===== config.mk =====
export PLATFORM = sky130hd
export DESIGN_NAME = lat_ctrl
export DESIGN_NICKNAME = d
export VERILOG_FILES = /design/src/sv/lat_pkg.sv /design/src/sv/lat_ctrl.sv
export SDC_FILE = /design/constraint.sdc
export NUM_CORES = 1
export LEC_CHECK = 0
export ABC_CLOCK_PERIOD_IN_PS = 2100
export BUFFER_PORTS_ARGS = -buffer_cell sky130_fd_sc_hd__buf_2
export CAP_MARGIN = 10
export CORE_MARGIN = 4
export CORE_UTILIZATION = 35
export CTS_CLUSTER_DIAMETER = 40
export DETAILED_ROUTE_END_ITERATION = 8
export SKIP_LAST_GASP = 1
export SLEW_MARGIN = 10
export SYNTH_ARGS = -nofsm -noshare
export SYNTH_HDL_FRONTEND = slang
export SYNTH_SLANG_ARGS = --single-unit

===== constraint.sdc =====
create_clock -name clk -period 2.1 [get_ports clk]
set_input_delay 0.21 -clock clk [delete_from_list [all_inputs] [get_ports clk]]
set_output_delay 0.21 -clock clk [all_outputs]
set_load 0.05 [all_outputs]

===== src/sv/lat_pkg.sv =====
// shared types and constants for the lag autocorrelation test unit
`default_nettype none
package lat_pkg;
	localparam int SMP_W   = 16;
	localparam int CNT_W   = 24;
	localparam int SUM_W   = 56;
	localparam int R_W     = 28;
	localparam int CSQ_W   = 32;
	localparam int Y_W     = CSQ_W + R_W;
	localparam int RAD_W   = 94;
	localparam int ROOT_W  = RAD_W / 2;
	localparam int REM_W   = ROOT_W + 2;
	localparam int L_W     = SUM_W + 2;
	localparam int NUM_W   = L_W + 1;
	localparam int DEN_W   = 32;
	localparam int Z_W     = 25;
	localparam int SQ_STEPS  = ROOT_W;
	localparam int DIV_STEPS = NUM_W;
	localparam int STEP_W  = $clog2(DIV_STEPS);
	localparam logic [CNT_W-1:0] CNT_MAX = {CNT_W{1'b1}};

	localparam logic [1:0] REG_START = 2'd0;
	localparam logic [1:0] REG_LAG   = 2'd1;
	localparam logic [1:0] REG_CRIT  = 2'd2;

	typedef enum logic [2:0] {
		ST_RUN, ST_PREP, ST_SQ1, ST_MUL, ST_ITER, ST_FIN
	} lat_state_t;

	typedef enum logic [2:0] {
		OP_NONE, OP_PREP, OP_SQRT, OP_MUL, OP_DIV, OP_FIN
	} lat_op_t;

	typedef struct packed {
		lat_op_t op;
		logic    sq_en;
		logic    accept;
	} lat_cmd_t;

	typedef struct packed {
		logic n_zero;
		logic out_busy;
	} lat_stat_t;
endpackage
`default_nettype wire


===== src/sv/lat_ctrl.sv =====
// controller state machine sequencing accumulate, root, divide and finish
`default_nettype none
module lat_ctrl (
	input  wire logic              clk,
	input  wire logic              arst_n,
	input  wire logic              s_tvalid,
	input  wire logic              s_tlast,
	input  wire lat_pkg::lat_stat_t stat,
	output logic                   s_tready,
	output lat_pkg::lat_cmd_t      cmd
);
	import lat_pkg::*;

	lat_state_t state_q, state_d;
	logic [STEP_W-1:0] cnt_q, cnt_d;

	always_ff @(posedge clk or negedge arst_n) begin
		if (!arst_n) begin
			state_q <= ST_RUN;
			cnt_q   <= '0;
		end else begin
			state_q <= state_d;
			cnt_q   <= cnt_d;
		end
	end

	always_comb begin
		state_d    = state_q;
		cnt_d      = cnt_q;
		s_tready   = 1'b0;
		cmd.op     = OP_NONE;
		cmd.sq_en  = 1'b0;
		cmd.accept = 1'b0;
		case (state_q)
			ST_RUN: begin
				s_tready   = 1'b1;
				cmd.accept = s_tvalid;
				if (s_tvalid && s_tlast) state_d = ST_PREP;
			end
			ST_PREP: begin
				cmd.op = OP_PREP;
				cnt_d  = '0;
				state_d = stat.n_zero ? ST_FIN : ST_SQ1;
			end
			ST_SQ1: begin
				cmd.op    = OP_SQRT;
				cmd.sq_en = 1'b1;
				cnt_d     = cnt_q + 1'b1;
				if (cnt_q == STEP_W'(SQ_STEPS - 1)) state_d = ST_MUL;
			end
			ST_MUL: begin
				cmd.op  = OP_MUL;
				cnt_d   = '0;
				state_d = ST_ITER;
			end
			ST_ITER: begin
				cmd.op    = OP_DIV;
				cmd.sq_en = (cnt_q < STEP_W'(SQ_STEPS));
				cnt_d     = cnt_q + 1'b1;
				if (cnt_q == STEP_W'(DIV_STEPS - 1)) state_d = ST_FIN;
			end
			ST_FIN: begin
				cmd.op = OP_FIN;
				if (!stat.out_busy) state_d = ST_RUN;
			end
			default: state_d = ST_RUN;
		endcase
	end
endmodule
`default_nettype wire


* Yosys cells after proc, flatten, opt, wreduce, memory -nomap -nowiden
Index checks and enable logic that the tools add are counted.
** Cells by class
- Shift-type cells :: 0
- Multiplexer cells :: 11
- Reduce and logical (&&, ||, !) cells :: 6
- Add/subtract/negate cells :: 1
- Divide/modulo/power cells :: 0
- Multipliers :: 0
- Equal/unequal tests :: 11
- Magnitude comparators :: 1
- Bitwise logic cells :: 0
** Operators by type and width (number)
- 3-bit case mux with 6 select lines :: 1
- 3-bit 2-to-1 mux :: 5
- 3-bit case mux with 5 select lines :: 1
- 6-bit equality test (second input constant) :: 2
- 6-bit case mux with 2 select lines :: 1
- 2-bit != test (second input constant) :: 4
- 6-bit by 1-bit adder with 6-bit output (second input constant) :: 1
- 3-bit by 2-bit equality test with 1-bit output (second input constant) :: 2
- 3-bit equality test (second input constant) :: 2
- 6-bit < comparator (second input constant) :: 1
- 4-bit AND reduction :: 1
- 2-bit OR reduction :: 2
- 3-bit by 1-bit equality test with 1-bit output (second input constant) :: 1
- 3-bit logical NOT :: 1
- 1-bit 2-to-1 mux :: 2
- 1-bit case mux with 2 select lines :: 1
- 2-bit nonzero test :: 1
- 1-bit logical AND :: 1
** Storage, ports and cells
- Input bits :: 6
- Bits in registers :: 9
- Bits in latches :: 0
- Output and inout port bits :: 6
- Memories :: 0
- Bits in writable memories :: 0
- Memory bits (read-only) :: 0

* Depth between registers and ports, before layout
Gate-level depths: netlist of the first run.
- Word-level depth :: 3
- Gate-level depth with buffers :: 6
- Gate-level depth less buffers :: 5

* Worst setup path after synthesis of the first run
Ideal clock, no wire load.
- Path type :: register to output
- Start point :: register cnt_q[1]
- End point :: output cmd[1] (netlist name)
- Path slack :: 0.231 ns
- Arrival :: 1.659 ns
- Data required time :: 1.890 ns
- Cell stages (with the launch flop) :: 6
- Cell sequence :: dfrtp_1 -> ha_1 -> and3_1 -> o21ai_0 -> a21oi_1 -> nor2_1
** RTL lines
- from (decl) :: line lat_ctrl.sv:15 : logic [STEP_W-1:0] cnt_q, cnt_d;
- from (signal assigned) :: line lat_ctrl.sv:23 : cnt_q <= cnt_d;
- to (decl) :: line lat_ctrl.sv:10 : output lat_pkg::lat_cmd_t cmd

==> results of run 1 <==
-- through the flow --
| stage | hold slack, ns | cell area [sq um] |
|---|---|---|
| 6_report | 0.220 | 915 |
| 5_1_grt | 0.236 | 915 |
| 4_1_cts | 0.216 | 912 |
| 3_5_place_dp | 0.0902 | 875 |
| 3_3_place_gp | 0.0847 | 875 |
| 2_1_floorplan | -0.0856 | 837 |
-- cells by family after synthesis --
logic type | share of synthesized area
xor+xnor | 0.0105
fa+ha+maj | 0.0598
buf+inv | 0.112
simple gates | 0.236
flops | 0.269
compound gates | 0.300
mux | 0.0120
-- path summary, 6_finish.rpt --
| path | from | end | depth (start not counted) |
|---|---|---|---|
| max | cnt_q[0]$_DFFE_PN0P_ | cmd[1] | 6 |
| min | stat[0] | state_q[2]$_DFFE_PN0P_ | 3 |
| min reg2reg | state_q[0]$_DFFE_PN0P_ | state_q[2]$_DFFE_PN0P_ | 2 |
| min in group asynchronous | arst_n | cnt_q[0]$_DFFE_PN0P_ | 2 |
| max reg2reg | cnt_q[0]$_DFFE_PN0P_ | cnt_q[4]$_DFFE_PN0P_ | 4 |
| max in group asynchronous | arst_n | cnt_q[2]$_DFFE_PN0P_ | 2 |
-- worst max-delay path: cells and delay by family, from the launching register on --
kind | cells | cell delay (ns)
flops | 1 | 0.47
fa+ha+maj | 1 | 0.30
simple gates | 2 | 0.25
buf+inv | 1 | 0.23
compound gates | 2 | 0.21
-- report_power, final --
group          internal [mW]  switching (mW)  total, mW  leakage, nW
Combinational          0.328           0.653      0.981        0.279
Clock                 0.0704          0.0707      0.141       0.0177
Sequential             0.243           0.135      0.377        0.117
Total                  0.641           0.859       1.50        0.414
-- synth_stat cells, types with 2 or more instances --
master    count  area share
a21oi_1      10       0.060
nand2b_1      2       0.015
ha_1          4       0.060
nand3_1       4       0.024
dfrtp_1       9        0.27
buf_6         4       0.054
nand4_1       2       0.015
buf_2         6       0.036
o31ai_2       2       0.030
nand2_1       8       0.036
o211ai_1      2       0.018
inv_1         4       0.018
o21ai_0      10       0.060
nor2_1        9       0.040
a22oi_1       3       0.027
and3_1        2       0.015
nor3_1        2       0.012
nor2b_1       3       0.022
-- sequential cells by signal, indices dropped and copies added (netlist names) --
name	flops
state_q	3
cnt_q	6
-- layer usage --
layer	vias up	global-route usage
met2	19	0.209
met1	364	0.168
met4	0	0.0298
met3	2	0.0414
met5	-	0
li1	398	-
-- layout make-up --
| cell class | instances | area [sq um] | share of cell area |
|---|---|---|---|
| clock buffer | 3 | 22.5 | 0.0246 |
| clock inverter | 1 | 5.00 | 0.00547 |
| inverter | 5 | 18.8 | 0.0205 |
| multi-input combinational | 81 | 518 | 0.566 |
| sequential | 9 | 225 | 0.246 |
| tap | 28 | 35.0 | 0.0383 |
| timing repair buffer | 15 | 90.1 | 0.0985 |
-- what timing repair did --
item / in CTS / in global routing
setup endpoints to repair: 0 / 1
resized for setup: 0 / 1
hold buffers: 1 / 0
hold endpoints to repair: 9 / 0
==> impl_metrics.csv, run 1 <==
group,metric,value,unit
timing,fin_crit_sh,0.926,
clock_tree,cts-buffers-inserted,3,
detailed_routing,top_layer,"met4",
clock_tree,clockRootBuffer,"clkbuf_4",
timing,slew_violations,0,
worst_setup_path,cp.arrival,1.73,ns
global_routing,antenna_found_initial,0,
detailed_routing,wirelength,1950,um
power,p_leak,0.414,nW
worst_setup_path,worstSetupEndpointType,"primary output",
detailed_routing,ant_nets,0,
finish,mostFrequentLayoutCells,"o21ai_0, a21oi_1, buf_2, nor2_1, dfrtp_1",
global_routing,grt_max_degree,19,
clock_tree,h-tree-depth,1,
detailed_routing,wl_met2,948,um
yosys,synth_warnings,0,
yosys,syn_area_per_cell,7.97,sq um
finish,area_growth,9.27,%
detailed_routing,wl_per_cell,13.7,um
yosys,async_flop_share,1.00,
job,cap_violations,0,
die,dieArea,3240,sq um
clock_tree,cts_tree,"done",
global_routing,grt_pass1_wl,3330,um
yosys,syn-num-nets,115,
detailed_routing,dr.pass1.iters,6,
yosys,yosysSeqAreaShare,0.269,
timing,rsz0062_at_grt,"false",
clock_tree,cts.clk_slew.worst_paths,0.07,ns
die,start_util,0.371,
detailed_routing,vias,783,
detailed_routing,wl_met3,91,um
worst_setup_path,worstSetupStartpointType,"flip-flop",
yosys,netlist_instances,105,
timing,fin_tns_setup,0,ns
placed_design,io_buffers,11,
clock_tree,clk_latency,0.27,ns
placed_design,gp_congestion,0.804,
run_status,status,"completed",
hold_path,hold_class,"primary input to flip-flop",
clock_tree,cts.sink_count,9,
detailed_routing,vias_per_cell,5.51,
timing,fmax,514,MHz
timing,setup_slack,0.156,ns
die,dieHeight,56.9,um
detailed_routing,drc_errors,0,
worst_setup_path,regToRegSetupSlack,0.57,ns
placed_design,hpwl,1490,um
yosys,netlist_area,837,sq um
power,power.total,1.50,mW
detailed_routing,met1_length,903,um
finish,drive_above_1_share,0.202,
placed_design,dp_slack,0.425,ns
worst_setup_path,slowest_delay,0.47,ns
timing,fin_skew,0.00623,ns
global_routing,track_usage,0.129,
yosys,synth-edff-count,0,
worst_setup_path,cp_max_fo,9,
power,power_density,1640,nW/um^2
yosys,synth_cell_types,37,
timing,max_slew.worst_pin.slew,0.366,ns
finish,final_nets,125,
timing,maxSlewHeadroom,0.755,
finish,fin_util,0.406,
timing,finalHoldViolations,0,
placed_design,dp.cells,137,
finish,fill_cells,243,
global_routing,grt_pass1_vias,768,
worst_setup_path,slowest_stage,"dfrtp_1",
die,core,2250,sq um
global_routing,grt_overflow_total,0,
detailed_routing,drtIter0Drc,17,
power,peakVddDrop,1.07,mV
die,num_io_pins,12,
timing,setup_viol,0,
finish,final_cell_count_no_fill,142,
clock_tree,postCtsSetupBuffers,0,
worst_setup_path,critPathKind,"flip-flop to primary output",
clock_tree,clock_path_buffers,2,
worst_setup_path,critical_path_required,1.89,ns
yosys,ys_ff_latch,9,
timing,period_minus_slack,1.94,ns
die,die_w,56.9,um
worst_setup_path,path_cells,"ha_1 > and3_1 > o21ai_0 > a21oi_1 > nor2_1 > clkbuf_4",
yosys,ys_dominant_reg_cell,"dfrtp_1",
finish,n_antenna_cell,0,
die,rows,17,
No activity file was read; power rests on OpenSTA's default activity.
==> run 2, diff against run 1 <==
- ABC_AREA: default -> 1
- CTS_CLUSTER_SIZE: default -> 40
==> run 2 against run 1 <==
Compared with the run above:
- total power shrank 79%
- core utilization grew 3.7 points
- wire length down 34%
- critical path type unchanged
- critical endpoint is now cmd[2]
- largest cell class unchanged
==> impl_metrics.csv, run 2 <==
group,metric,value,unit
global_routing,grt_pass1_vias,496,
power,p_switching,0.0708,mW
yosys,synth_warnings,0,
global_routing,track_usage,0.116,
worst_setup_path,crit_buf_inv,2,
power,power_density,417,nW/um^2
power,seqPwrFrac,0.538,
run_status,status,"completed",
detailed_routing,wl_per_cell,10.1,um
yosys,synth_top_area_frac,0.346,
timing,hold-worst-slack,0.159,ns
yosys,ys_dominant_reg_cell,"dfrtp_1",
power,p_leak,0.401,nW
timing,maxSlewHeadroom,0.823,
worst_setup_path,slowest_stage,"dfrtp_1",
detailed_routing,wirelength,1290,um
worst_setup_path,critical_path_required,1.89,ns
clock_tree,hold_buffers,1,
detailed_routing,drtIter0Drc,5,
timing,fin_tns_setup,0,ns
power,clock_power_share,0.430,
yosys,ys_ff_latch,9,
hold_path,hold_class,"primary input to flip-flop",
clock_tree,clk_latency,0.27,ns
timing,slew_violations,0,
die,die_w,51.1,um
clock_tree,cts.sink_count,9,
clock_tree,cts.clk_slew.worst_paths,0.07,ns
worst_setup_path,path_cells,"inv_1 > ha_1 > o21ai_1 > buf_2",
timing,fin_skew,0.00625,ns
die,num_io_pins,12,
finish,largest-register,"cnt_q",
finish,fin_util,0.443,
yosys,synth_common_cells,"nand2_1, inv_1, dfrtp_1, nand3_1, nor2_1",
yosys,synth_cell_types,20,
clock_tree,h-tree-depth,1,
power,power_frac_comb,0.032,
yosys,yosysMostFrequentCell,"nand2_1",
yosys,netlist_area,651,sq um
die,dieArea,2610,sq um
clock_tree,cts-buffers-inserted,3,
placed_design,hpwl,1010,um
finish,mostFrequentLayoutCells,"nand2_1, inv_1, buf_2, nand3_1, dfrtp_1",
worst_setup_path,cp_max_fo,5,
global_routing,antenna_found_initial,0,
yosys,async_flop_share,1.00,
worst_setup_path,worstSetupStartpointType,"flip-flop",
worst_setup_path,crit_family,"flip-flops",
placed_design,io_buffers,11,
yosys,synth_area_leader_cell,"dfrtp_1",
finish,final_nets,114,
yosys,syn_area_per_cell,7.48,sq um
finish,layout_commonest_cell,"nand2_1",
power,intPower,0.252,mW
detailed_routing,ant_nets,0,
clock_tree,clockRootBuffer,"clkbuf_4",
finish,largest_register_ffs,6,
power,peakVddDrop,0.216,mV
detailed_routing,drc_errors,0,
detailed_routing,dr.pass1.iters,4,
clock_tree,clock_path_buffers,2,
die,start_util,0.373,
timing,max_slew.worst_pin.slew,0.265,ns
clock_tree,postCtsSetupBuffers,0,
yosys,syn-num-nets,97,
clock_tree,cts_resized,0,
detailed_routing,vias_per_cell,4.66,
yosys,synthTopCellsByArea,"dfrtp_1, nand2_1, inv_1",
finish,fill_cells,181,
finish,drive_above_1_share,0.252,
timing,finalHoldViolations,0,
yosys,netlist_instances,87,
global_routing,grt_pass1_wl,2190,um
global_routing,grt_overflow_total,0,
worst_setup_path,worstSetupEndpointType,"primary output",
job,cap_violations,0,
worst_setup_path,slowest_delay,0.47,ns
die,dieHeight,51.1,um
yosys,yosysSeqAreaShare,0.346,
worst_setup_path,cp.arrival,1.57,ns
die,rows,15,
timing,setup_viol,0,
clock_tree,cts_tree,"done",
finish,n_antenna_cell,0,
finish,area_growth,18.8,%
die,core,1750,sq um
placed_design,gp_congestion,0.756,
timing,fmax,561,MHz
detailed_routing,vias,596,
worst_setup_path,critPathKind,"flip-flop to primary output",
finish,reg_top3,"cnt_q x6, state_q x3",
global_routing,grt_max_degree,10,
timing,fin_crit_sh,0.849,
timing,period_minus_slack,1.78,ns
yosys,synth-edff-count,0,
power,switching_share,0.220,
timing,rsz0062_at_grt,"false",
==> run 2: changes by cell type after synthesis, sizes merged, moves of 3 or more <==
cell | before | now
a21oi | 10 | 1
a22oi | 3 | 0
buf | 10 | 0
inv | 5 | 17
nand2 | 8 | 20
nand3 | 4 | 10
nor2b | 3 | 0
o31ai | 3 | 0
==> run 2: power groups by stage <==
stage,Clock (mW),Combinational (mW),Sequential [mW]
6_report,0.139,0.0104,0.173
5_1_grt,0.156,0.0122,0.173
4_1_cts,0.140,0.0107,0.173
3_5_place_dp,0,0.00930,0.177
3_3_place_gp,0,0.00953,0.177
2_1_floorplan,0,0.000738,0.177
==> run 2: worst paths after layout <==
kind                                          endpoint  depth (start not counted)                   start  slack (ns)
worst max-delay path                            cmd[2]                          4  state_q[1]$_DFFE_PN0P_        0.32
worst min-delay path            state_q[1]$_DFFE_PN0P_                          2                 stat[1]        0.16
worst max register to register  state_q[2]$_DFFE_PN0P_                          9    cnt_q[0]$_DFFE_PN0P_        0.80
worst min register to register    cnt_q[5]$_DFFE_PN0P_                          1    cnt_q[5]$_DFFE_PN0P_        0.55
max in group asynchronous         cnt_q[3]$_DFFE_PN0P_                          2                  arst_n        1.59
min in group asynchronous       state_q[1]$_DFFE_PN0P_                          2                  arst_n        0.32
==> run 2: final cells by class <==
class,count,area [sq um],area share
repair buffers,12,65.1,0.0841
clock buffers,4,26.3,0.0340
well taps,25,31.3,0.0405
inverters,17,66.3,0.0858
flip-flops and latches,9,225,0.291
multi-input cells,61,359,0.464
==> run 2: routing by layer <==
metal / global-route usage / wire length [um] / up-vias
met1: 0.155 / 644 / 275
met3: 0.0525 / 58 / 2
met5: 0 / 0 / -
li1: - / - / 313
met2: 0.163 / 574 / 6
met4: 0.0404 / 14 / 0
==> run 2: per-stage QoR <==
step           cell area (sq um)  setup slack, ns  cells  power [mW]
3_3_place_gp                 737            0.649    123       0.186
2_1_floorplan                651            0.330     87       0.177
5_1_grt                      773            0.219    128       0.342
3_5_place_dp                 737            0.611    123       0.186
6_report                     773            0.317    128       0.322
4_1_cts                      773            0.313    128       0.324
==> run 2: logic make-up after synthesis <==
group / share of synthesized area
simple gates: 0.329
fa+ha+maj: 0.0769
flops: 0.346
xor+xnor: 0.0135
buf+inv: 0.102
compound gates: 0.133
==> run 3, diff against run 2 <==
- ABC_CLOCK_PERIOD_IN_PS: 2100 -> 1520
- clock period: 2.1 -> 1.52 ns (I/O delays scaled with it)
==> run 3 against run 2 <==
Compared with the run above:
- critical path depth unchanged
- count of clock-buffer cells in the layout unchanged
- combinational power increased by 42%
- via count increased by 11%
- first-iteration DRC count increased to 3.2 times the previous value
- critical path type unchanged
- sequential power increased by 38%
- setup slack got worse by 0.28 ns
- non-clock buffer count increased by 11
- clock power increased by 35%
- register-to-register slack got worse by 0.58 ns
==> impl_metrics.csv, run 3 (synthesis gave the netlist of run 2 again) <==
group,metric,value,unit
finish,final_nets,125,
hold_path,hold_depth,2,
detailed_routing,dr.pass1.iters,4,
worst_setup_path,worstSetupStartpointType,"flip-flop",
detailed_routing,met1_length,705,um
placed_design,dp.cells,126,
placed_design,gp_congestion,0.842,
clock_tree,clockRootBuffer,"clkbuf_4",
power,power.total,0.441,mW
timing,setup_viol,0,
detailed_routing,vias,662,
detailed_routing,wl_met3,35,um
timing,fin_crit_sh,0.977,
worst_setup_path,regToRegSetupSlack,0.22,ns
placed_design,io_buffers,11,
worst_setup_path,worstSetupEndpointType,"primary output",
timing,maxSlewHeadroom,0.834,
finish,largest-register,"cnt_q",
detailed_routing,vias_per_cell,4.76,
hold_path,min_from,"stat[1]",
global_routing,grt_pass1_vias,627,
die,dieHeight,51.1,um
timing,fmax,673,MHz
detailed_routing,drtIter0Drc,16,
clock_tree,cts_tree,"done",
die,core,1750,sq um
job,cap_violations,0,
hold_path,hold_class,"primary input to flip-flop",
die,rows,15,
finish,layout_commonest_cell,"nand2_1",
detailed_routing,wirelength,1450,um
clock_tree,cts-buffers-inserted,3,
timing,max_slew.worst_pin.slew,0.250,ns
finish,seq_area,229,sq um
detailed_routing,ant_nets,0,
hold_path,worstHoldEndpoint,"state_q[1]$_DFFE_PN0P_",
global_routing,grt_max_degree,10,
finish,n_antenna_cell,0,
worst_setup_path,r2r-start,"cnt_q[0]$_DFFE_PN0P_",
run_status,status,"completed",
global_routing,grt_pass1_wl,2610,um
clock_tree,h-tree-depth,1,
finish,drive_above_1_share,0.395,
timing,setup_slack,0.0351,ns
clock_tree,cts.clk_slew.worst_paths,0.06,ns
detailed_routing,wl_met2,712,um
global_routing,grt_overflow_total,0,
clock_tree,cts.sink_count,9,
die,dieArea,2610,sq um
placed_design,hpwl,1060,um
worst_setup_path,cp_max_fo,5,
power,peakVddDrop,0.540,mV
die,num_io_pins,12,
detailed_routing,drc_errors,0,
global_routing,antenna_found_initial,0,
detailed_routing,wl_per_cell,10.4,um
finish,final_cell_count_no_fill,139,
timing,fin_skew,0.00360,ns
global_routing,track_usage,0.130,
worst_setup_path,ff2ff_path_depth,9,
finish,fill_cells,169,
finish,area_growth,37.5,%
timing,slew_violations,0,
die,die_w,51.1,um
worst_setup_path,critPathKind,"flip-flop to primary output",
timing,period_minus_slack,1.48,ns
worst_setup_path,critical_path_required,1.37,ns
finish,multiInputGateArea,377,sq um
timing,hold-worst-slack,0.135,ns
finish,fin_util,0.513,
worst_setup_path,r2r-end,"state_q[2]$_DFFE_PN0P_",
worst_setup_path,cp.arrival,1.33,ns
detailed_routing,top_layer,"met3",
power,power_density,493,nW/um^2
timing,finalHoldViolations,0,
placed_design,dp_slack,0.117,ns
finish,largest_register_ffs,6,
finish,mostFrequentLayoutCells,"nand2_1, inv_1, buf_4, nand3_1",
timing,rsz0062_at_grt,"true",
clock_tree,clock_path_buffers,2,
die,start_util,0.373,
power,p_leak,0.460,nW
finish,reg_top3,"cnt_q x6, state_q x3",
clock_tree,clk_latency,0.26,ns
==> run 3: cell types whose count changed in the layout (fill, tap and decap cells not counted), moves of 3 or more <==
cell,before,now
buf_2,11,8
buf_4,0,11
dfrtp_2,0,3
dfrtp_1,9,6
==> run 3: per-layer routing <==
layer,global-route usage,up-vias
met5,0,-
met4,0.0269,0
met3,0.0437,0
met2,0.210,5
met1,0.166,315
li1,-,342
==> run 3: cell type report <==
| type | instances | share of cell area |
|---|---|---|
| multi-input cells | 61 | 0.421 |
| flip-flops and latches | 9 | 0.256 |
| repair buffers | 23 | 0.182 |
| inverters | 17 | 0.0769 |
| well taps | 25 | 0.0350 |
| clock buffers | 4 | 0.0294 |
==> run 3: repair_timing <==
| action | in CTS | in global routing |
|---|---|---|
| cloned | 0 | 0 |
| buffers inserted | 5 | 3 |
| pin swaps | 1 | 3 |
| gates resized for setup | 9 | 7 |
| setup endpoints to repair | 2 | 5 |
| hold endpoints to repair | 9 | 0 |
| hold buffers | 1 | 0 |
==> run 3: worst max-delay path by stage <==
stage | start | end | slack, ns | depth (start not counted)
final | state_q[1]$_DFFE_PN0P_ | cmd[2] | 0.04 | 4
after floorplan | state_q[1]$_DFFE_PN0P_ | cmd[2] | 0.05 | 3
after detailed placement | state_q[1]$_DFFE_PN0P_ | cmd[2] | 0.12 | 4
after global placement | state_q[1]$_DFFE_PN0P_ | cmd[2] | 0.14 | 4
after CTS | state_q[2]$_DFFE_PN0P_ | cmd[2] | 0.01 | 5
after global routing | cnt_q[0]$_DFFE_PN0P_ | cmd[1] | -0.04 | 7
==> run 3: metrics by stage <==
step | setup TNS (ns) | cell area [sq um]
CTS | 0 | 855
floorplan | 0 | 654
finish | 0 | 895
global placement | 0 | 763
detailed placement | 0 | 763
global route | -0.0583 | 895
==> run 3: where the power goes <==
part	internal, mW	switching [mW]	total [mW]
clock	0.101	0.0854	0.187
sequential	0.239	0	0.239
combinational	0.00671	0.00813	0.0148
total	0.347	0.0935	0.441
==> run 3: worst max-delay path, cell delays in order (launching register included) <==
cell	delay, ns
dfrtp_2	0.43
inv_2	0.05
ha_1	0.30
o21ai_2	0.12
buf_6	0.17
